<file path="config.mk">
export PLATFORM = sky130hd
export DESIGN_NAME = sha1_stream_hasher_top
export DESIGN_NICKNAME = d
export VERILOG_FILES = /design/src/sha1_pkg.sv /design/src/sha1_buf.sv /design/src/sha1_core.sv /design/src/sha1_stream_hasher_top.sv
export SDC_FILE = /design/constraint.sdc
export NUM_CORES = 2
export LEC_CHECK = 0
export ABC_CLOCK_PERIOD_IN_PS = 21200
export BUFFER_PORTS_ARGS = -buffer_cell sky130_fd_sc_hd__buf_2
export CORE_UTILIZATION = 26
export CTS_CLUSTER_SIZE = 30
export DETAILED_ROUTE_END_ITERATION = 10
export PLACE_DENSITY = 0.4
export SKIP_CTS_REPAIR_TIMING = 1
export SYNTH_ARGS = -nofsm -noshare
export SYNTH_HDL_FRONTEND = slang
export SYNTH_SLANG_ARGS = --single-unit
export TNS_END_PERCENT = 20
</file>
<file path="constraint.sdc">
create_clock -name clk -period 21.2 [get_ports clk]
set_input_delay 1.06 -clock clk [delete_from_list [all_inputs] [get_ports clk]]
set_output_delay 1.06 -clock clk [all_outputs]
set_load 0.005 [all_outputs]
</file>
<file path="src/sha1_pkg.sv">
package sha1_pkg;

	localparam int NUM_WORDS  = 5;
	localparam int BLK_BYTES  = 64;
	localparam int BLK_WORDS  = 16;
	localparam int ROUNDS     = 80;
	localparam int LEN_OFFSET = 56;

	typedef logic [31:0] word_t;
	typedef logic [NUM_WORDS-1:0][31:0] chain_t;

	localparam chain_t IV = {
		32'hc3d2e1f0, 32'h10325476, 32'h98badcfe, 32'hefcdab89, 32'h67452301
	};

	localparam logic [3:0][31:0] K = {
		32'hca62c1d6, 32'h8f1bbcdc, 32'h6ed9eba1, 32'h5a827999
	};

	localparam logic [7:0] PAD_MARK = 8'h80;
	localparam logic [2:0] LAST_IDX = 3'd4;

	typedef struct packed {
		logic start;
		logic restart;
	} core_ctl_t;

	typedef struct packed {
		logic   busy;
		chain_t chain;
	} core_sts_t;

endpackage

</file>
<file path="src/sha1_buf.sv">
module sha1_buf
	import sha1_pkg::*;
(
	input  logic        clk,
	input  logic        wr_en,
	input  logic [5:0]  wr_idx,
	input  logic [7:0]  wr_byte,
	input  logic [3:0]  rd_addr,
	output word_t       rd_data
);

	word_t mem_q [BLK_WORDS];
	word_t rd_q;

	always_ff @(posedge clk) begin
		if (wr_en) begin
			mem_q[wr_idx[5:2]][{~wr_idx[1:0], 3'b000} +: 8] <= wr_byte;
		end
		rd_q <= mem_q[rd_addr];
	end

	assign rd_data = rd_q;

endmodule

</file>
<file path="src/sha1_core.sv">
module sha1_core
	import sha1_pkg::*;
(
	input  logic       clk,
	input  logic       arst_n,
	input  core_ctl_t  ctl,
	output core_sts_t  sts,
	output logic [3:0] rd_addr,
	input  word_t      rd_data
);

	localparam logic [1:0] C_IDLE = 2'd0;
	localparam logic [1:0] C_LOAD = 2'd1;
	localparam logic [1:0] C_RUN  = 2'd2;
	localparam logic [1:0] C_FIN  = 2'd3;

	localparam logic [6:0] LAST_ROUND = 7'(ROUNDS - 1);

	logic [1:0] state_q;
	logic [6:0] round_q;
	chain_t     chain_q;
	word_t      a_q, b_q, c_q, d_q, e_q;
	word_t      sh_q [BLK_WORDS];
	word_t      w, f, k, t, mix;

	always_comb begin
		mix = sh_q[13] ^ sh_q[8] ^ sh_q[2] ^ sh_q[0];
		w   = (round_q < 7'(BLK_WORDS)) ? rd_data : {mix[30:0], mix[31]};
		if (round_q < 7'd20) begin
			f = (b_q & c_q) | (~b_q & d_q);
			k = K[0];
		end else if (round_q < 7'd40) begin
			f = b_q ^ c_q ^ d_q;
			k = K[1];
		end else if (round_q < 7'd60) begin
			f = (b_q & c_q) | (b_q & d_q) | (c_q & d_q);
			k = K[2];
		end else begin
			f = b_q ^ c_q ^ d_q;
			k = K[3];
		end
		t = {a_q[26:0], a_q[31:27]} + f + e_q + k + w;
	end

	assign rd_addr   = (state_q == C_LOAD) ? 4'd0 : round_q[3:0] + 4'd1;
	assign sts.busy  = (state_q != C_IDLE);
	assign sts.chain = chain_q;

	always_ff @(posedge clk or negedge arst_n) begin
		if (!arst_n) begin
			state_q <= C_IDLE;
			round_q <= '0;
			chain_q <= IV;
		end else begin
			case (state_q)
				C_IDLE: begin
					if (ctl.restart) chain_q <= IV;
					if (ctl.start) state_q <= C_LOAD;
				end
				C_LOAD: begin
					round_q <= '0;
					state_q <= C_RUN;
				end
				C_RUN: begin
					round_q <= round_q + 7'd1;
					if (round_q == LAST_ROUND) state_q <= C_FIN;
				end
				C_FIN: begin
					chain_q[0] <= chain_q[0] + a_q;
					chain_q[1] <= chain_q[1] + b_q;
					chain_q[2] <= chain_q[2] + c_q;
					chain_q[3] <= chain_q[3] + d_q;
					chain_q[4] <= chain_q[4] + e_q;
					state_q    <= C_IDLE;
				end
				default: state_q <= C_IDLE;
			endcase
		end
	end

	always_ff @(posedge clk) begin
		if (state_q == C_IDLE && ctl.start) begin
			a_q <= chain_q[0];
			b_q <= chain_q[1];
			c_q <= chain_q[2];
			d_q <= chain_q[3];
			e_q <= chain_q[4];
		end else if (state_q == C_RUN) begin
			a_q <= t;
			b_q <= a_q;
			c_q <= {b_q[1:0], b_q[31:2]};
			d_q <= c_q;
			e_q <= d_q;
			for (int i = 0; i < BLK_WORDS - 1; i++) begin
				sh_q[i] <= sh_q[i+1];
			end
			sh_q[BLK_WORDS-1] <= w;
		end
	end

endmodule

</file>
<file path="src/sha1_stream_hasher_top.sv">
// One input beat per cycle while a block fills; a full block stalls input for
// the one-word read ahead, 80 rounds of the shared round unit and the chain add.
// Message end: padding goes in one byte per cycle outside compressions, then one
// or two compressions, then five digest beats, one per cycle with m_tready high.
// Asynchronous reset clears the sequencer and counts and loads the initial hash;
// block buffer contents stay undefined until written.
module sha1_stream_hasher_top
	import sha1_pkg::*;
(
	input  logic        clk,
	input  logic        arst_n,
	input  logic        s_tvalid,
	output logic        s_tready,
	input  logic [7:0]  s_tdata,   // data_byte
	input  logic [0:0]  s_tuser,   // byte_valid
	input  logic        s_tlast,   // message_end
	output logic        m_tvalid,
	input  logic        m_tready,
	output logic [31:0] m_tdata,   // digest_word
	output logic [2:0]  m_tuser,   // word_index
	output logic        m_tlast    // last_word
);

	localparam logic [1:0] S_IN   = 2'd0;
	localparam logic [1:0] S_PAD  = 2'd1;
	localparam logic [1:0] S_WAIT = 2'd2;
	localparam logic [1:0] S_OUT  = 2'd3;

	localparam logic [5:0] LAST_FILL = 6'(BLK_BYTES - 1);
	localparam logic [5:0] LEN_FILL  = 6'(LEN_OFFSET);

	logic [1:0]  state_q;
	logic [5:0]  fill_q;
	logic [63:0] bits_q;
	logic        mark_q, wrap_q, pad_q, final_q;
	logic [2:0]  idx_q;

	logic        acc, wr_en, blk_full;
	logic [7:0]  wr_byte, pad_byte;
	logic [3:0]  rd_addr;
	word_t       rd_data;
	core_ctl_t   ctl;
	core_sts_t   sts;

	assign s_tready = (state_q == S_IN);
	assign acc      = s_tvalid && s_tready;

	always_comb begin
		if (!mark_q) begin
			pad_byte = PAD_MARK;
		end else if (fill_q >= LEN_FILL && !wrap_q) begin
			pad_byte = bits_q[{~fill_q[2:0], 3'b000} +: 8];
		end else begin
			pad_byte = 8'd0;
		end
		wr_en   = (acc && s_tuser[0]) || (state_q == S_PAD);
		wr_byte = (state_q == S_PAD) ? pad_byte : s_tdata;
	end

	assign blk_full    = wr_en && (fill_q == LAST_FILL);
	assign ctl.start   = blk_full;
	assign ctl.restart = (state_q == S_OUT) && m_tready && (idx_q == LAST_IDX);

	assign m_tvalid = (state_q == S_OUT);
	assign m_tdata  = sts.chain[idx_q];
	assign m_tuser  = idx_q;
	assign m_tlast  = (idx_q == LAST_IDX);

	always_ff @(posedge clk or negedge arst_n) begin
		if (!arst_n) begin
			state_q <= S_IN;
			fill_q  <= '0;
			bits_q  <= '0;
			mark_q  <= 1'b0;
			wrap_q  <= 1'b0;
			pad_q   <= 1'b0;
			final_q <= 1'b0;
			idx_q   <= '0;
		end else begin
			case (state_q)
				S_IN: begin
					if (acc) begin
						if (s_tuser[0]) begin
							fill_q <= fill_q + 6'd1;
							bits_q <= bits_q + 64'd8;
						end
						if (blk_full) begin
							state_q <= S_WAIT;
							pad_q   <= s_tlast;
							final_q <= 1'b0;
						end else if (s_tlast) begin
							state_q <= S_PAD;
						end
					end
				end
				S_PAD: begin
					fill_q <= fill_q + 6'd1;
					if (!mark_q) begin
						mark_q <= 1'b1;
						if (fill_q >= LEN_FILL && fill_q != LAST_FILL) wrap_q <= 1'b1;
					end
					if (blk_full) begin
						state_q <= S_WAIT;
						pad_q   <= 1'b1;
						final_q <= mark_q && !wrap_q;
						if (mark_q) wrap_q <= 1'b0;
					end
				end
				S_WAIT: begin
					idx_q <= '0;
					if (!sts.busy) begin
						if (final_q) state_q <= S_OUT;
						else if (pad_q) state_q <= S_PAD;
						else state_q <= S_IN;
					end
				end
				S_OUT: begin
					if (m_tready) begin
						idx_q <= idx_q + 3'd1;
						if (idx_q == LAST_IDX) begin
							state_q <= S_IN;
							fill_q  <= '0;
							bits_q  <= '0;
							mark_q  <= 1'b0;
							wrap_q  <= 1'b0;
							pad_q   <= 1'b0;
							final_q <= 1'b0;
						end
					end
				end
				default: state_q <= S_IN;
			endcase
		end
	end

	sha1_buf u_buf (
		.clk     (clk),
		.wr_en   (wr_en),
		.wr_idx  (fill_q),
		.wr_byte (wr_byte),
		.rd_addr (rd_addr),
		.rd_data (rd_data)
	);

	sha1_core u_core (
		.clk     (clk),
		.arst_n  (arst_n),
		.ctl     (ctl),
		.sts     (sts),
		.rd_addr (rd_addr),
		.rd_data (rd_data)
	);

endmodule
</file>
**After elaboration in Yosys (flattened, before gate mapping)**

Memories as Yosys holds them, arrays and structs flattened. A register that Yosys moved wholly into a read port is not among the register bits.
Index checks and enable logic that the tools add are counted.

- Shift operators: 3
- $mul: 0
- Order comparisons: 6
- Multiplexer cells: 72
- Bitwise gates (word level): 15
- Eq/ne operators: 21
- Divide/modulo/power cells: 0
- Reductions and logical operators: 29
- $add $sub $neg: 15

Operator list:

| cell | number |
|---|---|
| 32-bit 2-to-1 mux | 18 |
| 160-bit one-hot mux with 2 select lines | 1 |
| 32-bit adder | 9 |
| 64-bit 2-to-1 mux | 4 |
| 160-bit 2-to-1 mux | 1 |
| 32-bit bitwise XOR | 5 |
| 32-bit AND | 4 |
| 64-bit one-hot mux with 2 select lines | 1 |
| 32-bit binary-select mux with 3-bit select | 1 |
| 32-bit bitwise OR | 3 |
| 64-bit by 4-bit adder with 64-bit output (second input constant) | 1 |
| 64-bit by 7-bit indexed part select with 8-bit output | 1 |
| 32-bit inverter | 1 |
| 8-bit by 7-bit variable shift with 32-bit output (first input constant) | 1 |
| 8-bit by 7-bit indexed part select with 32-bit output | 1 |
| 31-bit 2-to-1 mux | 1 |
| 6-bit 2-to-1 mux | 4 |
| 8-bit 2-to-1 mux | 3 |
| 2-bit 2-to-1 mux | 10 |
| 6-bit one-hot mux with 3 select lines | 1 |
| 1-bit 2-to-1 mux | 17 |
| 2-bit one-hot mux with 4 select lines | 2 |
| 7-bit by 5-bit less-than comparator with 1-bit output (second input constant) | 2 |
| 7-bit by 6-bit less-than comparator with 1-bit output (second input constant) | 2 |
| 34 further kinds | 67 |

- Register bits after elaboration: 408
- Output and inout bits: 38
- Bits in writable memories: 1024
- Input port bits: 14
- Latch bits: 0
- Logic and storage cells: 183
- Memories: 2
- ROM bits: 0

Memory list:

| memory | depth | width | rd ports | clocked after Yosys merged registers in | wr ports | line | source |
|---|---|---|---|---|---|---|---|
| u_buf.mem_q | 16 | 32 | 1 | 1 | 1 | sha1_buf.sv:12 | `word_t mem_q [BLK_WORDS];` |
| u_core.sh_q | 16 | 32 | 16 | 0 | 16 | sha1_core.sv:23 | `word_t sh_q [BLK_WORDS];` |

**Logic depth before layout (Yosys ltp)**

- Depth in word-level cells: 12
- Mapped depth: 27
- Gate-level depth less buffers: 25

**Hierarchy**

Synthesis repeated with hierarchy kept, for this count alone.

- Cells, all modules: 5055
- Area total of the unflattened synthesis: 68534.5 um^2

By module, submodules not included:

| module | cells an instance | times used | area each (um^2) | seq. area each (um^2) |
|---|---|---|---|---|
| sha1_core | 3505 | 1 | 42325.6 | 24508.5 |
| sha1_buf | 952 | 1 | 20418.3 | 16015.4 |
| sha1_stream_hasher_top | 598 | 1 | 5790.6 | 1901.8 |

**Least setup slack after synthesis**

No wires, ideal clock.

- Path type: reg2reg
- Start: register u_core.state_q[0]
- End: register u_core.a_q[0], enable pin
- Setup slack: 4.412 ns
- Setup time: 0.526 ns
- Buffers on the path: 1
- Data required time: 20.674 ns
- Stages on the path, launching flop included: 6
- Clock period less this slack: 16.788 ns
- Arrival time: 16.262 ns
- Path through: dfrtp_1 > inv_1 > ha_1 > clkbuf_1 > inv_1 > nand2_1

- Word-level cells in the longest chain between the ends: 3
- Elaborated cells on any way between the ends: 4
- Classes of those cells: eq/ne (1); reduce/logical (3)

RTL lines:

| item | line | source |
|---|---|---|
| start: declaration | sha1_core.sv:19 | `logic [1:0] state_q;` |
| start signal: assignment | sha1_core.sv:51 | `state_q <= C_IDLE;` |
| start signal: assignment | sha1_core.sv:58 | `if (ctl.start) state_q <= C_LOAD;` |
| start signal: assignment | sha1_core.sv:62 | `state_q <= C_RUN;` |
| 2-bit zero test | sha1_core.sv:82 | `if (state_q == C_IDLE && ctl.start) begin` |
| 1-bit logical AND | sha1_core.sv:82 |  |
| 2-bit nonzero test (no line) (*) | n/a |  |
| end signal: assignment | sha1_core.sv:83 | `a_q <= chain_q[0];` |
| end signal: assignment | sha1_core.sv:89 | `a_q <= t;` |
| end: declaration | sha1_core.sv:22 | `word_t a_q, b_q, c_q, d_q, e_q;` |

Mark *: on every way between the ends. The rest lies on a longest branch, timed or not.
A chain may end at the register's enable or synchronous reset.

**Worst setup path in the final report**

- Start: register u_core.round_q[3]
- End: register u_core.a_q[31] (data pin)

- Word-level cells in the longest chain between the ends: 10
- Elaborated cells on any way between the ends: 17
- Classes of those cells: add/sub (4); order compare (4); mux (9)

RTL lines:

| item | line | source |
|---|---|---|
| start: declaration | sha1_core.sv:20 | `logic [6:0] round_q;` |
| start signal: assignment | sha1_core.sv:65 | `round_q <= round_q + 7'd1;` |
| 7-bit by 6-bit less-than comparator with 1-bit output | sha1_core.sv:35 | `end else if (round_q < 7'd60) begin` |
| 32-bit 2-to-1 mux | sha1_core.sv:35 |  |
| 32-bit 2-to-1 mux | sha1_core.sv:32 | `end else if (round_q < 7'd40) begin` |
| 32-bit 2-to-1 mux | sha1_core.sv:29 | `if (round_q < 7'd20) begin` |
| 32-bit adder (3 in series) | sha1_core.sv:42 | `t = {a_q[26:0], a_q[31:27]} + f + e_q + k + w;` |
| 32-bit adder (*) | sha1_core.sv:42 |  |
| 32-bit 2-to-1 mux (*) | sha1_core.sv:88 | `end else if (state_q == C_RUN) begin` |
| 32-bit 2-to-1 mux (*) | sha1_core.sv:82 |  |

Mark *: on every way between the ends. The rest lies on a longest branch, timed or not. The select of a mux whose other input is x is not followed.

==> impl_metrics.csv <==
group,metric,value,unit
status,status,"complete, no violations",
timing,clock_skew,0.0494,ns
timing,slew_viol_final,0,
power,swShare,40.8,%
setup_path,rr_endpoint,"u_core.a_q[31]",
clock_tree,clkTransAtPathRegs,0.06,ns
logic_synthesis,synthCells,5452,
drt,drc,0,
logic_synthesis,ys_types,94,
layout,fin_nets,5879,
drt,dr.pass1.iters,5,
floorplan,die_area,267000,sq um
timing,min_period,7.41,ns
power,ir_worst_vdd,0.000226,V
setup_path,rr_startpoint,"u_core.round_q[3]",
drt,detail_route.iter0.violations,3183,
setup_path,ff2ff_path_depth,23,
placed_design,gp_congestion,0.827,
power,p_leak,29.2,nW
floorplan,fp.dieH,517,um
global_routing,globalRouteTotalUtil,14.9,%
timing,fmax,0.135,GHz
drt,vias,42500,
drt,routed_via_density,4.64,
setup_path,path_class,"flip-flop to flip-flop",
logic_synthesis,synth_most_common_cell,"edfxtp_1",
placed_design,dp.final_hpwl,134000,um
power,total_power,14.7,mW
placed_design,dp_cells,8857,
setup_path,worstPathMaxFanout,31,
clock_tree,worstSkewPairLatency,0.82,ns
global_routing,gr-total-overflow,0,
timing,min_period_over_period,35.0,%
logic_synthesis,synth-seq-cells,1461,
timing,setup_viol,0,
logic_synthesis,synth_edf_count,1184,
power,intPower,8.72,mW
logic_synthesis,synth_area_leaders,"edfxtp_1 52%, dfrtp_1 6.0%, ha_1 4.2%, nand2_1 4.1%, fa_1 3.6%",
clock_tree,cts_root_buf,"clkbuf_16",
global_routing,antenna_found_initial,6,
global_routing,grt_max_degree,162,
layout,stdcell_count,9168,
logic_synthesis,yosys_warnings,0,
logic_synthesis,synthesis.area_per_instance,12.6,sq um
timing,hold_violations,0,
setup_path,end_kind,"flip-flop",
floorplan,rows,188,
power,power_switching,6.02,mW
clock_tree,numCtsBuffers,164,
timing,fin_hold_ws,0.177,ns
logic_synthesis,yosysTopAreaCellShare,51.6,%
power,clkPwrFrac,20.0,%
min_path,hp-class,"input port to async pin",
setup_path,start_kind,"flip-flop",
drt,wl,199000,um
power,cellPowerDensity,187,nW/um^2
clock_tree,cts_tree,"yes",
global_routing,grt_pass1_vias,42700,
placed_design,port-buffer-count,51,
clock_tree,h-tree-depth,4,
clock_tree,clock_path_buffers,3,
timing,tightest_slew,1.25,ns
layout,syn_to_final_growth,14.5,%
floorplan,io_pins,52,
power,combPwrFrac,46.9,%
floorplan,initial_utilization,26.2,%
logic_synthesis,synth-async-reset-ratio,16.8,%
layout,drive_above_1_share,9.68,%
logic_synthesis,ys_seq_area_share,61.5,%
timing,rsz0062_at_grt,"no",
setup_path,required,21.74,ns
floorplan,dieWidth,517,um
drt,ant_nets,0,
global_routing,grt_pass1_wl,296000,um
setup_path,r2r_slack,13.79,ns
logic_synthesis,synth_flop_cell,"edfxtp_1",
floorplan,core_area,263000,sq um
drt,wl_per_cell,21.7,um
logic_synthesis,syn_nets,5823,
clock_tree,cts.sinks,1461,
logic_synthesis,synth_area_leader_cell,"edfxtp_1",
timing,slew_headroom,14.4,%
setup_path,cp.arrival,7.96,ns
layout,final_util,30.0,%
timing,final.setup.tns,0,ns
logic_synthesis,synth_commonest_cells,"1,184 x edfxtp_1, 761 x nand2_1, 407 x nor2_1, 280 x a21oi_1, 245 x inv_1",
logic_synthesis,syn-cell-area,69000,sq um
job,maxCapViolations,0,
power,p_seq_share,33.1,%
cell usage in the layout, fill, tap and decap left out, types with 109 or more instances in the layout:
cell       Yosys  routed
clkbuf_16      0     166
ha_1         233     231
inv_1        245     245
xor2_1       131     131
o21ai_0      219     217
a21oi_1      280     280
nor2_1       407     402
fa_1         124     124
nor2b_1      109     109
mux2i_1      206     205
a211oi_1     109     109
xnor2_1      183     183
edfxtp_1    1184    1184
dfrtp_1      165     161
nand2_1      761     757
area by class of cell:
| type | count | area [sq um] |
|---|---|---|
| fillers | 26800 | 184000 |
| flip-flops and latches | 1461 | 42400 |
| multi-input cells | 3516 | 24900 |
| well taps | 3515 | 4400 |
| clock buffers | 206 | 4350 |
| clock inverters | 100 | 1160 |
| inverters | 247 | 927 |
| repair buffers | 118 | 806 |
| diodes | 5 | 12.5 |
power by group through the flow:
stage | clock [mW] | combinational (mW) | sequential, mW
detailed placement | 0 | 6.93 | 4.95
CTS | 3.04 | 6.96 | 4.90
global placement | 0 | 6.92 | 4.94
finish | 2.95 | 6.91 | 4.89
global route | 3.14 | 7.77 | 4.98
floorplan | 0 | 5.10 | 4.87
logic make-up after synthesis:
family | after synthesis | synth area share (%)
and+or+nand+nor | 1520 | 9.56
DFF | 1461 | 61.5
AOI/OAI and AO/OA | 1068 | 9.91
buffers and inverters | 475 | 2.61
adders and majority gates | 357 | 7.83
xor gates and xnor gates | 314 | 3.99
muxes | 257 | 4.59
worst max-delay path, stage by stage (launching register included):
cell and delay, ns:
dfrtp_1 0.47, a41oi_1 0.77, inv_1 0.34, nor2_1 0.45, inv_1 0.16, buf_4 0.28, o32ai_1 0.17, nor2_1 0.11
fa_1 0.48, fa_1 0.50, inv_1 0.06, fa_1 0.48, inv_1 0.04, ha_1 0.30, nor2b_1 0.14, o21a_1 0.18
o21ai_1 0.18, a21oi_1 0.13, a21oi_1 0.39, o311ai_0 0.33, o41ai_1 0.65, o21ai_0 0.24, xnor2_1 0.19, a21oi_1 0.08
through the flow:
| stage | instance area (sq um) | setup WS, ns |
|---|---|---|
| 3_3_place_gp | 73400 | 13.63 |
| 4_1_cts | 78900 | 13.68 |
| 3_5_place_dp | 73400 | 13.71 |
| 6_report | 79000 | 13.79 |
| 5_1_grt | 79000 | 13.21 |
| 2_1_floorplan | 69000 | 4.41 |
flip-flops by register name, summed over array words and instances (netlist names):
name / flops
u_buf.mem_q: 512
u_core.sh_q: 512
u_core.sts: 160
bits_q: 61
u_buf.rd_data: 32
u_core.a_q: 32
u_core.b_q: 32
u_core.c_q: 32
u_core.d_q: 32
u_core.e_q: 32
u_core.round_q: 7
fill_q: 6
m_tuser: 3
state_q: 2
u_core.state_q: 2
final_q: 1
mark_q: 1
pad_q: 1
wrap_q: 1
per-layer routing:
metal  wire length [um]  GRT usage [%]  part of all wire (%)
met1              97400           21.6                    49
met5                 10              0                0.0050
met2              90500           23.4                    45
met4               3810           3.39                   1.9
met3               7610           2.04                   3.8
how the worst max path moves through the flow:
stage / startpoint / depth (start not counted) / endpoint
2_1_floorplan: u_core.state_q[0] / 5 / u_core.a_q[0]
3_3_place_gp: u_core.round_q[3] / 23 / u_core.a_q[31]
3_5_place_dp: u_core.round_q[3] / 23 / u_core.a_q[31]
4_1_cts: u_core.round_q[3] / 23 / u_core.a_q[31]
5_1_grt: u_core.round_q[3] / 23 / u_core.a_q[31]
6_report: u_core.round_q[3] / 23 / u_core.a_q[31]
Power figures use the tool's default switching activity.
